<file path="config.mk">
export PLATFORM = sky130hd
export DESIGN_NAME = capacitive_touch_key_detector
export DESIGN_NICKNAME = d
export VERILOG_FILES = /design/src/hw/rtl/ctkd_pkg.sv /design/src/hw/rtl/ctkd_ctrl.sv /design/src/hw/rtl/ctkd_dp.sv /design/src/hw/rtl/capacitive_touch_key_detector.sv
export SDC_FILE = /design/constraint.sdc
export NUM_CORES = 1
export LEC_CHECK = 0
export ABC_AREA = 1
export BUFFER_PORTS_ARGS = -buffer_cell sky130_fd_sc_hd__buf_2
export CAP_MARGIN = 15
export CORE_MARGIN = 2
export CORE_UTILIZATION = 34
export CTS_BUF_LIST = sky130_fd_sc_hd__clkbuf_2
export DETAILED_ROUTE_END_ITERATION = 10
export PLACE_DENSITY_LB_ADDON = 0.12
export SLEW_MARGIN = 20
export SYNTH_ARGS = -nofsm -noshare
export SYNTH_HDL_FRONTEND = slang
export SYNTH_SLANG_ARGS = --single-unit
</file>
<file path="constraint.sdc">
create_clock -name clk -period 9.6 [get_ports clk]
set_clock_uncertainty 0.2 [all_clocks]
set_input_delay 0.96 -clock clk [delete_from_list [all_inputs] [get_ports clk]]
set_output_delay 0.96 -clock clk [all_outputs]
set_load 0.1 [all_outputs]
</file>
<file path="src/hw/rtl/ctkd_pkg.sv">
package ctkd_pkg;

	localparam int FIELD_W = 16;

	localparam int SAMPLE_WIDTH_DEF = 16;
	localparam int LOCKOUT_SCANS_DEF = 3;

	localparam int CAL_DEPTH = 10;
	localparam int CAL_KEEP = 6;
	localparam int CAL_SKIP = 2;
	localparam int GROUP_NORMAL = 3;
	localparam int GROUP_CONT = 6;
	localparam int NEED_NORMAL = GROUP_NORMAL * 2 / 3;
	localparam int NEED_CONT = GROUP_CONT * 2 / 3;

	localparam int CNT_W = $clog2(CAL_DEPTH);
	localparam int GRP_W = 3;

	localparam logic OP_CAL = 1'b0;
	localparam logic OP_MEAS = 1'b1;

	localparam logic KIND_CAL = 1'b0;
	localparam logic KIND_SCAN = 1'b1;

	typedef struct packed {
		logic             cal_wr;
		logic             scan_wr;
		logic             sum_clear;
		logic             sum_add;
		logic [CNT_W-1:0] sum_idx;
		logic             mul_load;
		logic             base_load;
		logic             out_load;
	} cmd_t;

	typedef struct packed {
		logic cal_last;
		logic grp_last;
	} sts_t;

endpackage

</file>
<file path="src/hw/rtl/ctkd_ctrl.sv">
module ctkd_ctrl (
	input  logic                clk,
	input  logic                arst_n,
	input  logic                in_valid,
	output logic                in_ready,
	input  logic                operation,
	output logic                out_valid,
	input  logic                out_ready,
	input  ctkd_pkg::sts_t      sts,
	output ctkd_pkg::cmd_t      cmd
);

	localparam logic [2:0] S_IDLE = 3'd0;
	localparam logic [2:0] S_SUM  = 3'd1;
	localparam logic [2:0] S_MUL  = 3'd2;
	localparam logic [2:0] S_BASE = 3'd3;
	localparam logic [2:0] S_PUSH = 3'd4;

	localparam logic [ctkd_pkg::CNT_W-1:0] IDX_FIRST = ctkd_pkg::CNT_W'(ctkd_pkg::CAL_SKIP);
	localparam logic [ctkd_pkg::CNT_W-1:0] IDX_LAST =
		ctkd_pkg::CNT_W'(ctkd_pkg::CAL_SKIP + ctkd_pkg::CAL_KEEP - 1);

	logic [2:0]                    state_q;
	logic [2:0]                    state_nx;
	logic [ctkd_pkg::CNT_W-1:0]    idx_q;
	logic                          out_valid_q;
	logic                          accept;
	logic                          out_free;

	assign in_ready = (state_q == S_IDLE);
	assign accept = in_valid && in_ready;
	assign out_free = !out_valid_q || out_ready;
	assign out_valid = out_valid_q;

	always_comb begin
		cmd = '0;
		cmd.cal_wr = accept && (operation == ctkd_pkg::OP_CAL);
		cmd.scan_wr = accept && (operation == ctkd_pkg::OP_MEAS);
		cmd.sum_idx = idx_q;
		state_nx = state_q;
		case (state_q)
			S_IDLE: begin
				if (cmd.cal_wr && sts.cal_last) begin
					cmd.sum_clear = 1'b1;
					state_nx = S_SUM;
				end else if (cmd.scan_wr && sts.grp_last) begin
					state_nx = S_PUSH;
				end
			end
			S_SUM: begin
				cmd.sum_add = 1'b1;
				if (idx_q == IDX_LAST) begin
					state_nx = S_MUL;
				end
			end
			S_MUL: begin
				cmd.mul_load = 1'b1;
				state_nx = S_BASE;
			end
			S_BASE: begin
				cmd.base_load = 1'b1;
				state_nx = S_PUSH;
			end
			S_PUSH: begin
				if (out_free) begin
					cmd.out_load = 1'b1;
					state_nx = S_IDLE;
				end
			end
			default: begin
				state_nx = S_IDLE;
			end
		endcase
	end

	always_ff @(posedge clk or negedge arst_n) begin
		if (!arst_n) begin
			state_q <= S_IDLE;
			idx_q <= IDX_FIRST;
			out_valid_q <= 1'b0;
		end else begin
			state_q <= state_nx;
			if (cmd.sum_clear) begin
				idx_q <= IDX_FIRST;
			end else if (cmd.sum_add) begin
				idx_q <= idx_q + 1'b1;
			end
			out_valid_q <= cmd.out_load || (out_valid_q && !out_ready);
		end
	end

`ifndef SYNTHESIS
	a_no_overwrite: assert property (@(posedge clk) disable iff (!arst_n)
		out_valid_q && !out_ready |-> !cmd.out_load)
		else $error("result register overwritten while held");

	a_sum_span: assert property (@(posedge clk) disable iff (!arst_n)
		state_q == S_SUM && idx_q != IDX_LAST |=> state_q == S_SUM)
		else $error("summation left before last middle entry");

	a_cal_to_mul: assert property (@(posedge clk) disable iff (!arst_n)
		cmd.cal_wr && sts.cal_last |-> ##7 state_q == S_MUL)
		else $error("baseline division not reached on time");

	a_scan_push: assert property (@(posedge clk) disable iff (!arst_n)
		cmd.scan_wr && sts.grp_last |=> state_q == S_PUSH)
		else $error("finished scan group not pushed");
`endif

endmodule

</file>
<file path="src/hw/rtl/ctkd_dp.sv">
module ctkd_dp #(
	parameter int SAMPLE_WIDTH = ctkd_pkg::SAMPLE_WIDTH_DEF,
	parameter int LOCKOUT_SCANS = ctkd_pkg::LOCKOUT_SCANS_DEF
) (
	input  logic                          clk,
	input  logic                          arst_n,
	input  logic                          cfg_valid,
	output logic                          cfg_ready,
	input  logic                          cfg_data,
	input  logic [ctkd_pkg::FIELD_W-1:0]  sample,
	input  ctkd_pkg::cmd_t                cmd,
	output ctkd_pkg::sts_t                sts,
	output logic                          kind,
	output logic                          pressed,
	output logic [ctkd_pkg::FIELD_W-1:0]  peak,
	output logic [ctkd_pkg::FIELD_W-1:0]  baseline
);

	localparam int EW = (SAMPLE_WIDTH < ctkd_pkg::FIELD_W) ? SAMPLE_WIDTH : ctkd_pkg::FIELD_W;
	localparam int LW = $clog2(LOCKOUT_SCANS + 1);
	localparam int SUMW = EW + 3;
	localparam int DIV_SH = SUMW + 3;
	localparam int MW = DIV_SH - 2;
	localparam int PW = SUMW + MW;
	localparam longint unsigned DIV_MUL =
		((64'd1 << DIV_SH) + 64'(ctkd_pkg::CAL_KEEP - 1)) / 64'(ctkd_pkg::CAL_KEEP);
	localparam int CW = ctkd_pkg::CNT_W;
	localparam int GW = ctkd_pkg::GRP_W;

	logic                  mode_q;
	logic [EW-1:0]         cal_q [ctkd_pkg::CAL_DEPTH];
	logic [EW-1:0]         cal_nx [ctkd_pkg::CAL_DEPTH];
	logic [ctkd_pkg::CAL_DEPTH-1:0] gt;
	logic [ctkd_pkg::CAL_DEPTH-1:0] sh_gt;
	logic [CW-1:0]         cal_cnt_q;
	logic [EW-1:0]         baseline_q;
	logic [GW-1:0]         grp_cnt_q;
	logic [GW-1:0]         pass_cnt_q;
	logic [EW-1:0]         grp_peak_q;
	logic [LW-1:0]         lock_q;
	logic [SUMW-1:0]       acc_q;
	logic [PW-1:0]         prod_q;
	logic [MW-1:0]         div_mul;

	logic                  res_kind_q;
	logic                  res_pressed_q;
	logic [EW-1:0]         res_peak_q;
	logic [EW-1:0]         res_base_q;
	logic                  out_kind_q;
	logic                  out_pressed_q;
	logic [EW-1:0]         out_peak_q;
	logic [EW-1:0]         out_base_q;

	logic [EW-1:0]         s;
	logic [EW-1:0]         mean;
	logic [EW+2:0]         b5;
	logic                  pass_hit;
	logic [GW-1:0]         pass_nx;
	logic [EW-1:0]         peak_nx;
	logic [GW-1:0]         cnt_nx;
	logic [GW-1:0]         grp_size;
	logic [GW-1:0]         need;
	logic [EW-1:0]         q;
	logic [EW+1:0]         q3;
	logic [EW+1:0]         b4;
	logic [EW+3:0]         b10;
	logic                  qual;
	logic [LW-1:0]         lock_base;
	logic [LW-1:0]         lock_set;
	logic [LW-1:0]         lock_nx;
	logic                  scan_pressed;

	assign cfg_ready = 1'b1;
	assign s = sample[EW-1:0];
	assign div_mul = MW'(DIV_MUL);
	assign mean = prod_q[DIV_SH +: EW];

	// keep the calibration set sorted: insert each sample at its place
	always_comb begin
		for (int i = 0; i < ctkd_pkg::CAL_DEPTH; i++) begin
			gt[i] = (CW'(i) < cal_cnt_q) && (cal_q[i] > s);
		end
		sh_gt = {gt[ctkd_pkg::CAL_DEPTH-2:0], 1'b0};
		for (int i = 0; i < ctkd_pkg::CAL_DEPTH; i++) begin
			if ((CW'(i) < cal_cnt_q) && !gt[i]) begin
				cal_nx[i] = cal_q[i];
			end else if (sh_gt[i]) begin
				cal_nx[i] = cal_q[(i > 0) ? i - 1 : 0];
			end else begin
				cal_nx[i] = s;
			end
		end
	end

	always_comb begin
		b5 = (EW+3)'({baseline_q, 2'b00}) + (EW+3)'(baseline_q);
		pass_hit = (EW+1)'(s) > b5[EW+2:2];
		pass_nx = (pass_hit && pass_cnt_q != '1) ? pass_cnt_q + 1'b1 : pass_cnt_q;
		peak_nx = (s > grp_peak_q) ? s : grp_peak_q;
		cnt_nx = grp_cnt_q + 1'b1;
		grp_size = mode_q ? GW'(ctkd_pkg::GROUP_CONT) : GW'(ctkd_pkg::GROUP_NORMAL);
		need = mode_q ? GW'(ctkd_pkg::NEED_CONT) : GW'(ctkd_pkg::NEED_NORMAL);
		q = (pass_nx >= need) ? peak_nx : '0;
		q3 = (EW+2)'({q, 1'b0}) + (EW+2)'(q);
		b4 = (EW+2)'({baseline_q, 2'b00});
		b10 = (EW+4)'({baseline_q, 3'b000}) + (EW+4)'({baseline_q, 1'b0});
		qual = (q3 > b4) && ((EW+4)'(q) < b10);
		lock_base = mode_q ? '0 : lock_q;
		lock_set = qual ? LW'(LOCKOUT_SCANS) : lock_base;
		lock_nx = (lock_set != '0) ? lock_set - 1'b1 : '0;
		scan_pressed = qual && (lock_base == '0);
	end

	assign sts.cal_last = (cal_cnt_q == CW'(ctkd_pkg::CAL_DEPTH - 1));
	assign sts.grp_last = (cnt_nx >= grp_size);

	always_ff @(posedge clk or negedge arst_n) begin
		if (!arst_n) begin
			mode_q <= 1'b0;
			cal_cnt_q <= '0;
			baseline_q <= '0;
			grp_cnt_q <= '0;
			pass_cnt_q <= '0;
			grp_peak_q <= '0;
			lock_q <= '0;
		end else begin
			if (cfg_valid) begin
				mode_q <= cfg_data;
			end
			if (cmd.cal_wr) begin
				cal_cnt_q <= sts.cal_last ? '0 : cal_cnt_q + 1'b1;
				grp_cnt_q <= '0;
				pass_cnt_q <= '0;
				grp_peak_q <= '0;
			end else if (cmd.scan_wr) begin
				cal_cnt_q <= '0;
				if (sts.grp_last) begin
					grp_cnt_q <= '0;
					pass_cnt_q <= '0;
					grp_peak_q <= '0;
					lock_q <= lock_nx;
				end else begin
					grp_cnt_q <= cnt_nx;
					pass_cnt_q <= pass_nx;
					grp_peak_q <= peak_nx;
				end
			end
			if (cmd.base_load) begin
				baseline_q <= mean;
			end
		end
	end

	always_ff @(posedge clk) begin
		if (cmd.cal_wr) begin
			for (int i = 0; i < ctkd_pkg::CAL_DEPTH; i++) begin
				cal_q[i] <= cal_nx[i];
			end
		end
		if (cmd.sum_clear) begin
			acc_q <= '0;
		end else if (cmd.sum_add) begin
			acc_q <= acc_q + SUMW'(cal_q[cmd.sum_idx]);
		end
		if (cmd.mul_load) begin
			prod_q <= PW'(acc_q) * PW'(div_mul);
		end
		if (cmd.scan_wr && sts.grp_last) begin
			res_kind_q <= ctkd_pkg::KIND_SCAN;
			res_pressed_q <= scan_pressed;
			res_peak_q <= q;
			res_base_q <= baseline_q;
		end else if (cmd.base_load) begin
			res_kind_q <= ctkd_pkg::KIND_CAL;
			res_pressed_q <= 1'b0;
			res_peak_q <= '0;
			res_base_q <= mean;
		end
		if (cmd.out_load) begin
			out_kind_q <= res_kind_q;
			out_pressed_q <= res_pressed_q;
			out_peak_q <= res_peak_q;
			out_base_q <= res_base_q;
		end
	end

	assign kind = out_kind_q;
	assign pressed = out_pressed_q;
	assign peak = ctkd_pkg::FIELD_W'(out_peak_q);
	assign baseline = ctkd_pkg::FIELD_W'(out_base_q);

endmodule

</file>
<file path="src/hw/rtl/capacitive_touch_key_detector.sv">
// Touch key detector: send pad charge-time samples as input transactions, with operation
// selecting calibration or measurement. Every tenth consecutive calibration sample yields a
// calibration transaction carrying the new baseline, the mean of the middle six of the ten
// sorted samples; every completed scan group (three samples, six when cfg_data is
// written as 1) yields a scan transaction with the qualified peak and the press flag. The
// tenth calibration sample starts the accumulator that walks the six middle entries of the
// sorted set one per cycle, then the divide-by-six multiply and the baseline load. A result
// waits on out_ready while an earlier one is still held, and no new sample is taken until
// it is in the output register. The configuration channel is always ready.
module capacitive_touch_key_detector #(
	parameter int SAMPLE_WIDTH = ctkd_pkg::SAMPLE_WIDTH_DEF,
	parameter int LOCKOUT_SCANS = ctkd_pkg::LOCKOUT_SCANS_DEF
) (
	input  logic                          clk,
	input  logic                          arst_n,
	input  logic                          in_valid,
	output logic                          in_ready,
	input  logic                          operation,
	input  logic [ctkd_pkg::FIELD_W-1:0]  sample,
	output logic                          out_valid,
	input  logic                          out_ready,
	output logic                          kind,
	output logic                          pressed,
	output logic [ctkd_pkg::FIELD_W-1:0]  peak,
	output logic [ctkd_pkg::FIELD_W-1:0]  baseline,
	input  logic                          cfg_valid,
	output logic                          cfg_ready,
	input  logic                          cfg_data
);

	ctkd_pkg::cmd_t cmd;
	ctkd_pkg::sts_t sts;

	ctkd_ctrl u_ctrl (
		.clk       (clk),
		.arst_n    (arst_n),
		.in_valid  (in_valid),
		.in_ready  (in_ready),
		.operation (operation),
		.out_valid (out_valid),
		.out_ready (out_ready),
		.sts       (sts),
		.cmd       (cmd)
	);

	ctkd_dp #(
		.SAMPLE_WIDTH  (SAMPLE_WIDTH),
		.LOCKOUT_SCANS (LOCKOUT_SCANS)
	) u_dp (
		.clk       (clk),
		.arst_n    (arst_n),
		.cfg_valid (cfg_valid),
		.cfg_ready (cfg_ready),
		.cfg_data  (cfg_data),
		.sample    (sample),
		.cmd       (cmd),
		.sts       (sts),
		.kind      (kind),
		.pressed   (pressed),
		.peak      (peak),
		.baseline  (baseline)
	);

endmodule
</file>
* After elaboration in Yosys (flattened, before gate mapping)
Memories as Yosys holds them, arrays and structs flattened. Cells that the tools add are included.
Word-level totals: bits in registers 178, latch bits 0, bits in writable memories 160, ROM bits 0, input port bits 23, memories 1
Operators by class: $add $sub $neg 9, multipliers 1, div/mod/pow operators 0, magnitude comparators 26, equal/unequal tests 10, shift operators 0, multiplexer cells 61, bitwise logic cells 2, reduce and logical (&&, ||, !) cells 51
Memories:
- u_dp.cal_q | words 10, bits a word 16, rd ports 11, clocked after memory_dff 0, wr ports 10, line ctkd_dp.sv:31 | logic [EW-1:0] cal_q [ctkd_pkg::CAL_DEPTH];
Operator list (count):
- 16-bit 2-to-1 mux | 28
- 16-bit > comparator | 11
- 3-bit 2-to-1 mux | 13
- 19-bit by 20-bit multiplier with 38-bit output (second input constant) | 1
- 1-bit logical AND | 29
- 19-bit by 17-bit adder with 20-bit output | 1
- 16-bit by 20-bit < comparator with 1-bit output | 1
- 4-bit 2-to-1 mux | 5
- 18-bit by 16-bit adder with 19-bit output | 1
- 19-bit by 16-bit adder with 19-bit output | 1
- 17-bit by 16-bit adder with 18-bit output | 1
- 18-bit > comparator | 1
- 16-bit by 17-bit > comparator with 1-bit output | 1
- 3-bit by 4-bit < comparator with 1-bit output (first input constant) | 4
- 3-bit case mux with 5 select lines | 1
- 1-bit zero test | 12
- 1-bit 2-to-1 mux | 11
- 4-bit by 1-bit adder with 4-bit output (second input constant) | 2
- 1-bit by 4-bit < comparator with 1-bit output (first input constant) | 2
- 2-bit by 4-bit < comparator with 1-bit output (first input constant) | 2
- 4-bit < comparator (first input constant) | 2
- 2-bit nonzero test | 4
- 3-bit by 1-bit adder with 3-bit output (second input constant) | 2
- 3-bit by 2-bit equality test with 1-bit output (second input constant) | 2
- 14 further kinds | 22

* Depth between registers and ports, before layout
Gate-level depths: netlist (run 1).
depth after elaboration 12, gate-level depth with buffers 53, depth with buffers taken out 53

* Cells and area by module
Synthesis (run 1) repeated with hierarchy kept, for this count alone.
Unflattened totals: cell total of the unflattened synthesis 2901, area, all modules 26175.1 µm²
By module, submodules not included:
- ctkd_dp | times used 1, cells an instance 2835, area each 25679.6 µm², seq. area each 8823.5 µm²
- ctkd_ctrl | times used 1, cells an instance 66, area each 495.5 µm², seq. area each 201.4 µm²

* Worst setup path before layout (run 1)
OpenSTA, ideal clock, no wires.
kind register to register, from reg u_dp.baseline_q[0], to reg u_dp.lock_q[1], library setup time 66 ps, data arrival time 6834 ps, required time 9334 ps, path slack 2500 ps, stages on the path, launching flop included 49, buffers on the path 1, period minus slack after synthesis 7100 ps, cell sequence dfrtp_1 > ha_1 > fa_1 > nand3_1 > nand2_1 > nand2_1 > nand2_2 > nand4_1 > nand3_1 > a31oi_1 > xor2_1 > inv_1 > ha_1 > nand2_1 > nor2_1 > nand2_1 > nor4_4 > nor2_4 > (+13 left out) > o21ai_0 > a21oi_1 > o21bai_1 > a21oi_1 > o21ai_0 > nand2_1 > nand2_1 > a21oi_1 > xor2_1 > ha_1 > nand2_1 > a211oi_1 > nor2_1 > a21oi_1 > nand4_2 > o21ai_1 > nand2_1 > nand2_1
On the way: longest elaborated chain between the ends 12
Ends and longest elaborated chain:
- start: declaration | line ctkd_dp.sv:36 | logic [EW-1:0] baseline_q;
- start signal: assignment | line ctkd_dp.sv:149 | baseline_q <= mean;
- 18-bit by 16-bit adder with 19-bit output * | line ctkd_dp.sv:96 | b5 = (EW+3)'({baseline_q, 2'b00}) + (EW+3)'(baseline_q);
- 16-bit by 17-bit > comparator with 1-bit output * | line ctkd_dp.sv:97 | pass_hit = (EW+1)'(s) > b5[EW+2:2];
- 1-bit logical AND * | line ctkd_dp.sv:98 | pass_nx = (pass_hit && pass_cnt_q != '1) ? pass_cnt_q + 1'b1 : pass_cnt_q;
- 3-bit 2-to-1 mux * | line ctkd_dp.sv:98
- 3-bit >= comparator * | line ctkd_dp.sv:103 | q = (pass_nx >= need) ? peak_nx : '0;
- 16-bit 2-to-1 mux * | line ctkd_dp.sv:103
- via u_dp.q[3] | line ctkd_dp.sv:63 | logic [EW-1:0] q;
- 17-bit by 16-bit adder with 18-bit output | line ctkd_dp.sv:104 | q3 = (EW+2)'({q, 1'b0}) + (EW+2)'(q);
- 18-bit > comparator | line ctkd_dp.sv:107 | qual = (q3 > b4) && ((EW+4)'(q) < b10);
- 1-bit logical AND * | line ctkd_dp.sv:107
- 2-bit 2-to-1 mux * | line ctkd_dp.sv:109 | lock_set = qual ? LW'(LOCKOUT_SCANS) : lock_base;
- 2-bit by 1-bit subtractor with 2-bit output or 2-bit nonzero test (tied branches) | line ctkd_dp.sv:110 | lock_nx = (lock_set != '0) ? lock_set - 1'b1 : '0;
- 2-bit 2-to-1 mux * | line ctkd_dp.sv:110
- end signal: assignment | line ctkd_dp.sv:141 | lock_q <= lock_nx;
- end: declaration | line ctkd_dp.sv:40 | logic [LW-1:0] lock_q;
The timed path passes the listed nets; every way through them passes the cells marked *. A chain may end at the register's enable or synchronous reset.

* Worst setup path in the final report (run 1)
from reg u_dp.baseline_q[0], to reg u_dp.res_pressed_q (data pin)
On the way: longest elaborated chain between the ends 11
Ends and longest elaborated chain:
- 18-bit by 16-bit adder with 19-bit output * | line ctkd_dp.sv:96
- 16-bit by 17-bit > comparator with 1-bit output * | line ctkd_dp.sv:97
- 1-bit logical AND * | line ctkd_dp.sv:98
- 3-bit 2-to-1 mux * | line ctkd_dp.sv:98
- 3-bit >= comparator * | line ctkd_dp.sv:103
- 16-bit 2-to-1 mux * | line ctkd_dp.sv:103
- via u_dp.q[3] | line ctkd_dp.sv:63
- 17-bit by 16-bit adder with 18-bit output | line ctkd_dp.sv:104
- 18-bit > comparator | line ctkd_dp.sv:107
- 1-bit logical AND * | line ctkd_dp.sv:107
- 1-bit logical AND * | line ctkd_dp.sv:111 | scan_pressed = qual && (lock_base == '0);
- 1-bit 2-to-1 mux * | line ctkd_dp.sv:168 | if (cmd.scan_wr && sts.grp_last) begin
- end signal: assignment | line ctkd_dp.sv:170 | res_pressed_q <= scan_pressed;
- end: declaration | line ctkd_dp.sv:46 | logic res_pressed_q;
Marked as above.

==> results.sh, run 1 <==
export IMPL_vias=21000
export IMPL_ys_flop_type="edfxtp_1"
export IMPL_cts_sinks=316
export IMPL_grt_pass1_wl_mm=126
export IMPL_hold_buffers=18
export IMPL_syn_nets=3398
export IMPL_clkSlewWorstSetupHoldPaths_ns=0.10
export IMPL_port_buffers=58
export IMPL_clkLatencyLatePin_ns=1.08
export IMPL_numCtsBuffers=92
export IMPL_critPathLaunchType="register"
export IMPL_fp_row_count=101
export IMPL_layout_common_cells="469 x nand2_1, 406 x ha_1, 375 x inv_1"
export IMPL_grt_pass1_vias=21600
export IMPL_timing_rr_start="u_dp.baseline_q[0]"
export IMPL_rr_endpoint="u_dp.res_pressed_q"
export IMPL_post_cts_buffers=0
export IMPL_clockRootBuffer="clkbuf_2"
export IMPL_synthArstFlopShare_pct=16.8
export IMPL_synth_top_area_share_pct=28.2
export IMPL_crit_type="reg -> reg"
export IMPL_hold_path_class="in -> reg"
export IMPL_ys_ff_latch=316
export IMPL_netlist_area_sq_mm=0.0258
export IMPL_fin_hold_ws_ns=0.159
export IMPL_period_minus_slack_ns=8.17
export IMPL_layout_cells_non_filler=4054
export IMPL_io_pins=60
export IMPL_cp_depth=44
export IMPL_die_height_um=280
export IMPL_final_common_cell="nand2_1"
export IMPL_synth_area_per_cell_sq_um=9.02
export IMPL_maxCapViolations=0
export IMPL_drt_iter0_drc=1571
export IMPL_outcome="complete, no violations"
export IMPL_tritoncts="built"
export IMPL_fmax_mhz=122
export IMPL_cpLargestDelayFamily="simple AND/OR/NAND/NOR gates"
export IMPL_grt_use_total_pct=20.9
export IMPL_nNetsFinal=3537
export IMPL_ant_nets=0
export IMPL_min_to="u_dp.cal_q[0][12]"
export IMPL_worst_pin_slew_ns=1.00
export IMPL_rsz0062_at_grt="no"
export IMPL_crit_buf_inv=3
export IMPL_synth_seq_area_share_pct=34.9
export IMPL_crit_required_ns=10.25
export IMPL_ff2ff_setup_slack_ns=1.43
export IMPL_finalSetupTns_ns=0
export IMPL_final_hold_viol_count=0
export IMPL_layout_drive_gt1_share_pct=9.72
export IMPL_multi_input_area_sq_mm=0.0151
export IMPL_relSlewSlack_pct=32.9
export IMPL_dp_hpwl_mm=62.4
export IMPL_syn_inst=2864
export IMPL_hold_path_cell_count=1
export IMPL_drt_pass1_iter_count=5
export IMPL_routabilityCongestion=0.893
export IMPL_drv_slew=0
export IMPL_critPathCaptureType="register"
export IMPL_setup_viol=0
export IMPL_grt_max_degree=55
export IMPL_crit_slowest_cell="dfrtp_1"
export IMPL_start_util_pct=34.2
export IMPL_yosys_top_cells_area="edfxtp_1 28%, ha_1 20%, fa_1 8.1%, nand2_1 6.8%, o21ai_0 6.6%"
export IMPL_dp_cells=3869
export IMPL_post_route_period_util_pct=85.2
export IMPL_syn2layout_area_growth_pct=10.6
export IMPL_slowest_delay_ns=0.46
export IMPL_core_sq_mm=0.0756
export IMPL_routed_wl_mm=80.9
export IMPL_yosysWarnings=0
export IMPL_avgRoutedWirePerCell_um=19.9
export IMPL_yosys_area_top_type="edfxtp_1"
export IMPL_synth_edff_count=243
export IMPL_ctsResizeCount=0
export IMPL_die_x_um=280
export IMPL_die_area_sq_mm=0.0782
export IMPL_seq_area_sq_mm=0.00903
export IMPL_gr_total_overflow=0
export IMPL_via_per_inst=5.19
export IMPL_drc=0
export IMPL_grt_antenna_before_repair=1
export IMPL_crit_fanout=22
export IMPL_arrival_ns=8.83
export IMPL_htree_levels=3
export IMPL_ys_types=62
export IMPL_clock_path_buffers=3
export IMPL_fillers=7828
export IMPL_hp_start="sample[12]"
export IMPL_reg2reg_depth=44
## how the worst max path moves through the flow
stage	from	to	slack, ns
after floorplan	u_dp.baseline_q[0]	u_dp.lock_q[1]	2.50
final	u_dp.baseline_q[0]	u_dp.res_pressed_q	1.43
after global placement	sample[0]	u_dp.lock_q[1]	1.62
after CTS	u_dp.baseline_q[0]	u_dp.res_pressed_q	1.46
after global routing	u_dp.baseline_q[0]	u_dp.lock_q[1]	0.42
after detailed placement	sample[0]	u_dp.res_pressed_q	1.42
## kinds of logic (layout without fill, tap and decap cells)
logic type               after synthesis  after routing  share of synthesized area, %
AO/OA/AOI/OAI                        710            710                          15.4
XOR/XNOR                              66             66                          2.24
adder cells (fa/ha/maj)              511            511                          27.8
buffers and inverters                466            677                          6.79
flip-flops                           316            316                          34.9
other                                  1              2                        0.0145
AND/OR/NAND/NOR                      794            794                          12.9
## layout make-up
| class | instances | area share, % |
|---|---|---|
| clock buffer | 136 | 2.38 |
| multi-input combinational | 2082 | 53.0 |
| inverter | 390 | 5.12 |
| antenna | 1 | 0.00876 |
| clock inverter | 30 | 0.828 |
| sequential | 316 | 31.6 |
| timing repair buffer | 121 | 2.83 |
| tap | 978 | 4.28 |
## metrics by stage
stage               worst slack [ns]  instance area (sq um)  util [%]
finish                          1.43                  28600      37.8
floorplan                       2.50                  25800         -
CTS                             1.46                  28500      37.8
detailed placement              1.42                  27400      36.3
global route                   0.420                  28600      37.8
global placement                1.62                  27400      36.3
## registers in the layout, indices dropped and copies added (netlist names)
| signal | count |
|---|---|
| u_dp.cal_q | 160 |
| u_dp.acc_q | 19 |
| u_dp.baseline | 16 |
| u_dp.baseline_q | 16 |
| u_dp.grp_peak_q | 16 |
| u_dp.peak | 16 |
| u_dp.prod_q | 16 |
| u_dp.res_base_q | 16 |
| u_dp.res_peak_q | 16 |
| u_ctrl.idx_q | 4 |
| u_dp.cal_cnt_q | 4 |
| u_ctrl.state_q | 3 |
| u_dp.grp_cnt_q | 3 |
| u_dp.pass_cnt_q | 3 |
| u_dp.lock_q | 2 |
| u_ctrl.out_valid | 1 |
| u_dp.kind | 1 |
| u_dp.mode_q | 1 |
| u_dp.pressed | 1 |
| u_dp.res_kind_q | 1 |
| u_dp.res_pressed_q | 1 |
## metal layers
metal	track usage (%)	share of wire, %	vias to the layer above
met2	33.6	46	489
met3	2.89	4.8	129
li1	-	-	10200
met4	6.79	2.4	0
met1	29.0	47	10200
met5	0	0	-
## cells in the mapped netlist (all sizes together), types with 10 or more instances
library cell  number
fa               105
ha               406
o22ai             44
nor2             176
o21ai            355
clkbuf            74
nand2            482
nand4             21
a221o             14
dfxtp             20
dfrtp             52
xnor2             24
inv              380
nand3             57
nor3              42
a211oi            12
edfxtp           243
o21a              10
a21oi            207
o21bai            17
xor2              42
clkinv            10
Power of run 1 is not shown: default switching activity piles up to over one toggle a cycle in this logic, so the estimate is an artifact.
==> run 2, diff against run 1 <==
SYNTH_HIERARCHICAL = 1   (was default)
==> results.sh, run 2 <==
export IMPL_maxCapViolations=0
export IMPL_grt_max_degree=121
export IMPL_largest_reg_flops=160
export IMPL_cpMostUsedCell="nand2_1"
export IMPL_fin_hold_ws_ns=0.189
export IMPL_final_hold_viol_count=0
export IMPL_drt_iter0_drc=1226
export IMPL_synth_area_per_cell_sq_um=9.02
export IMPL_grt_antenna_before_repair=1
export IMPL_clkSlewWorstSetupHoldPaths_ns=0.12
export IMPL_timing_rr_start="u_dp/baseline_q[4]"
export IMPL_grt_pass1_vias=20800
export IMPL_synthTopCellsByCount="477 x nand2_1, 403 x ha_1, 399 x inv_1"
export IMPL_critPathCaptureType="register"
export IMPL_fmax_mhz=121
export IMPL_synth_most_common_cell="nand2_1"
export IMPL_dp_hpwl_mm=58.9
export IMPL_netlist_area_sq_mm=0.0262
export IMPL_layout_drive_gt1_share_pct=9.53
export IMPL_crit_start="u_dp/baseline_q[4]"
export IMPL_relSlewSlack_pct=33.9
export IMPL_grt_use_total_pct=19.4
export IMPL_synth_top_area_share_pct=27.9
export IMPL_nNetsFinal=3560
export IMPL_post_route_period_util_pct=85.9
export IMPL_drc=0
export IMPL_setup_viol=0
export IMPL_hp_start="u_dp/res_peak_q[0]"
export IMPL_io_pins=60
export IMPL_crit_required_ns=10.22
export IMPL_avgRoutedWirePerCell_um=18.4
export IMPL_htree_levels=3
export IMPL_clkLatencyLatePin_ns=1.11
export IMPL_syn_inst=2901
export IMPL_ctsResizeCount=0
export IMPL_yosys_area_top_type="edfxtp_1"
export IMPL_die_area_sq_mm=0.0792
export IMPL_yosys_top_cells_area="edfxtp_1 28%, ha_1 19%, fa_1 8.0%, nand2_1 6.8%, o21ai_0 6.4%"
export IMPL_routabilityCongestion=0.844
export IMPL_rsz0062_at_grt="no"
export IMPL_outcome="complete, no violations"
export IMPL_die_x_um=281
export IMPL_period_minus_slack_ns=8.24
export IMPL_start_util_pct=34.4
export IMPL_hold_path_class="reg -> reg"
export IMPL_synthArstFlopShare_pct=16.8
export IMPL_crit_type="reg -> reg"
export IMPL_crit_slowest_cell="fa_1"
export IMPL_vias=20600
export IMPL_largestRegisters="u_dp/cal_q: 160 flops, u_dp/acc_q: 19 flops"
export IMPL_hold_buffers=20
export IMPL_cts_sinks=316
export IMPL_top_register="u_dp/cal_q"
export IMPL_ant_nets=0
export IMPL_drt_pass1_iter_count=5
export IMPL_ys_flop_type="edfxtp_1"
export IMPL_grt_pass1_wl_mm=119
export IMPL_clockRootBuffer="clkbuf_2"
export IMPL_numCtsBuffers=90
export IMPL_slowest_delay_ns=0.43
export IMPL_synth_seq_area_share_pct=34.5
export IMPL_layout_common_cells="477 x nand2_1, 403 x ha_1, 399 x inv_1"
export IMPL_multi_input_area_sq_mm=0.0153
export IMPL_seq_area_sq_mm=0.00903
export IMPL_tritoncts="built"
export IMPL_finalSetupTns_ns=0
export IMPL_core_sq_mm=0.0761
export IMPL_syn2layout_area_growth_pct=10.4
export IMPL_via_per_inst=4.98
export IMPL_clock_path_buffers=3
export IMPL_port_buffers=58
export IMPL_ys_ff_latch=316
export IMPL_worst_pin_slew_ns=0.991
export IMPL_fillers=7821
export IMPL_arrival_ns=8.86
export IMPL_fp_row_count=101
export IMPL_crit_fanout=19
export IMPL_gr_total_overflow=0
export IMPL_post_cts_buffers=0
export IMPL_die_height_um=281
export IMPL_yosysWarnings=6
export IMPL_ys_types=59
export IMPL_final_common_cell="nand2_1"
export IMPL_routed_wl_mm=75.9
export IMPL_critPathLaunchType="register"
export IMPL_synth_edff_count=243
export IMPL_drv_slew=0
export IMPL_syn_nets=3432
run 2: changes by cell type after synthesis, sizes merged, moves of 6 or more:
| cell | change |
|---|---|
| nor2 | -40 |
| inv | +23 |
| a221o | -14 |
| o21ai | -14 |
| a21oi | +22 |
| nand4 | +12 |
| mux2i | +44 |
| buf | +6 |
| o22ai | -29 |
| o211ai | +31 |
| nand3 | +17 |
run 2: worst paths after layout:
path,to,slack (ns),cells past startpoint
max,u_dp/res_pressed_q,1.36,47
min,u_dp/peak[0],0.19,0
max reg2reg,u_dp/res_pressed_q,1.36,47
min reg2reg,u_dp/peak[0],0.19,0
max in group asynchronous,u_ctrl/idx_q[0],8.22,3
min in group asynchronous,u_dp/grp_peak_q[4],0.36,3
run 2: worst max-delay path, delay by kind of cell (launching register included):
family                   cells  cell delay, ns
AO/OA/AOI/OAI               14            2.30
buffers and inverters        5            0.53
flip-flops                   1            0.42
XOR/XNOR                     2            0.26
AND/OR/NAND/NOR             21            2.55
adder cells (fa/ha/maj)      5            1.75
run 2: per-stage QoR:
stage               utilization, %  cell area (sq um)  worst slack, ns  std cells
floorplan                        -              26200             2.66       2901
CTS                           38.0              28900             1.35       4135
global placement              36.5              27800             1.86       3946
finish                        38.0              28900             1.36       4137
detailed placement            36.5              27800             1.38       3946
global route                  38.0              28900            0.592       4137
run 2: cells by family after synthesis:
kind of cell,after synthesis,share of synthesized area (%)
simple gates,778,12.7
compound gates,693,14.6
fa+ha+maj,508,27.3
buf+inv,496,7.14
flops,316,34.5
xor+xnor,65,2.17
mux,44,1.68
other cells,1,0.0143
run 2: cell type report:
class	count	area share, %
clock buffer	146	2.53
timing repair buffer	123	2.95
clock inverter	23	0.498
tap	1030	4.46
inverter	409	5.32
multi-input combinational	2089	53.0
sequential	316	31.2
antenna	1	0.00866
run 2: metal layers:
layer,global-route usage (%),wire (um)
met1,26.8,36500
met2,31.3,34700
met3,2.94,2900
met4,5.65,1850
met5,0,0
Power of run 2 is left out for the same reason.
==> run 3, diff against run 2 <==
GPL_TIMING_DRIVEN = 0   (was default)
==> results.sh, run 3 (same netlist as run 2, synthesis figures left out) <==
export IMPL_outcome="complete, no violations"
export IMPL_crit_required_ns=10.19
export IMPL_largestRegisters="u_dp/cal_q: 160 flops, u_dp/acc_q: 19 flops"
export IMPL_critPathLaunchType="register"
export IMPL_setup_viol=0
export IMPL_syn2layout_area_growth_pct=11.3
export IMPL_routabilityCongestion=0.933
export IMPL_crit_type="reg -> reg"
export IMPL_drt_pass1_iter_count=5
export IMPL_worst_pin_slew_ns=1.16
export IMPL_nNetsFinal=3615
export IMPL_routed_wl_mm=81.5
export IMPL_cts_sinks=316
export IMPL_gr_total_overflow=0
export IMPL_io_pins=60
export IMPL_drv_slew=0
export IMPL_grt_max_degree=54
export IMPL_grt_pass1_vias=21800
export IMPL_critPathCaptureType="register"
export IMPL_numCtsBuffers=89
export IMPL_grt_pass1_wl_mm=126
export IMPL_die_area_sq_mm=0.0792
export IMPL_period_minus_slack_ns=8.74
export IMPL_finalSetupTns_ns=0
export IMPL_clockRootBuffer="clkbuf_2"
export IMPL_fp_row_count=101
export IMPL_top_register="u_dp/cal_q"
export IMPL_via_per_inst=5.11
export IMPL_fillers=7836
export IMPL_vias=21400
export IMPL_cpMostUsedCell="a21oi_1"
export IMPL_maxCapViolations=0
export IMPL_die_x_um=281
export IMPL_tritoncts="built"
export IMPL_final_common_cell="nand2_1"
export IMPL_rsz0062_at_grt="no"
export IMPL_fmax_mhz=114
export IMPL_core_sq_mm=0.0761
export IMPL_drc=0
export IMPL_final_hold_viol_count=0
export IMPL_clock_path_buffers=3
export IMPL_clkLatencyLatePin_ns=1.10
export IMPL_dp_hpwl_mm=64.6
export IMPL_ant_nets=0
export IMPL_port_buffers=58
export IMPL_grt_antenna_before_repair=5
export IMPL_htree_levels=3
export IMPL_relSlewSlack_pct=22.7
export IMPL_drt_iter0_drc=1323
export IMPL_hold_path_class="reg -> reg"
export IMPL_avgRoutedWirePerCell_um=19.4
export IMPL_arrival_ns=9.33
export IMPL_largest_reg_flops=160
export IMPL_start_util_pct=34.4
export IMPL_grt_use_total_pct=20.8
export IMPL_layout_common_cells="477 x nand2_1, 403 x ha_1, 399 x inv_1"
export IMPL_crit_fanout=10
export IMPL_die_height_um=281
export IMPL_layout_drive_gt1_share_pct=8.71
export IMPL_slowest_delay_ns=0.45
export IMPL_crit_slowest_cell="dfrtp_1"
export IMPL_clkSlewWorstSetupHoldPaths_ns=0.11
export IMPL_post_route_period_util_pct=91.1
==> run 3: cell types whose count changed in the layout (fill, tap and decap cells not counted), moves of 2 or more <==
| cell | delta |
|---|---|
| a21oi_1 | -6 |
| a21oi_2 | +8 |
| a21oi_4 | -2 |
| buf_1 | +7 |
| buf_16 | +2 |
| buf_4 | -41 |
| buf_6 | +9 |
| buf_8 | +2 |
| bufinv_16 | +2 |
| clkbuf_1 | +70 |
| clkbuf_2 | -4 |
| clkinv_1 | +3 |
| clkinv_2 | +3 |
| diode_2 | +3 |
==> run 3: repair_timing <==
item,CTS,global route
gates resized for setup,0,1
hold buffers,20,0
endpoints found under the setup margin,0,2
setup buffers,0,0
hold endpoints to repair,71,0
==> run 3: path summary, 6_finish.rpt <==
path | start | endpoint | slack [ns] | cells after the start
max | u_dp/baseline_q[2] | u_dp/res_pressed_q | 0.86 | 44
min | u_dp/res_peak_q[9] | u_dp/peak[9] | 0.15 | 0
max reg2reg | u_dp/baseline_q[2] | u_dp/res_pressed_q | 0.86 | 44
min reg2reg | u_dp/res_peak_q[9] | u_dp/peak[9] | 0.15 | 0
max in group asynchronous | arst_n | u_dp/baseline_q[15] | 8.30 | 2
min in group asynchronous | arst_n | u_dp/grp_peak_q[1] | 0.28 | 2
==> run 3: layout make-up <==
class / instances / area [sq um] / share of cell area [%]
Timing Repair Buffer: 92 / 699 / 2.40
Tap cell: 1030 / 1290 / 4.42
Clock buffer: 133 / 666 / 2.28
Clock inverter: 31 / 231 / 0.794
Multi-Input combinational cell: 2089 / 15300 / 52.6
Inverter: 409 / 1540 / 5.28
Sequential cell: 316 / 9020 / 31.0
Antenna cell: 4 / 10.0 / 0.0343
Buffer: 87 / 342 / 1.17
==> run 3: layer usage <==
| metal | global-route usage, % | wire length, um | up-vias |
|---|---|---|---|
| met2 | 34.9 | 38500 | 470 |
| met4 | 5.71 | 1950 | 6 |
| met1 | 27.8 | 37500 | 10400 |
| li1 | - | - | 10400 |
| met3 | 3.16 | 3540 | 128 |
| met5 | 0 | 34 | - |
==> run 3: through the flow <==
step | hold WS [ns] | setup WS, ns | cells | instance area [sq um] | utilization [%]
floorplan | 0.200 | 2.66 | 2901 | 26200 | -
global route | 0.0530 | 0.0693 | 4191 | 29100 | 38.3
CTS | 0.0480 | 0.770 | 4187 | 29100 | 38.3
detailed placement | 0.206 | 0.899 | 4003 | 28000 | 36.8
finish | 0.148 | 0.859 | 4191 | 29100 | 38.3
global placement | 0.207 | 0.903 | 3989 | 27800 | 36.5
==> run 3: critical path, delay by kind of cell, from the launching register on <==
family	cells	cell delay, ns
AO/OA/AOI/OAI	15	2.62
XOR/XNOR	2	0.27
adder cells (fa/ha/maj)	5	1.72
buffers and inverters	4	0.76
flip-flops	1	0.45
AND/OR/NAND/NOR	18	2.37
Power of run 3 is left out for the same reason.
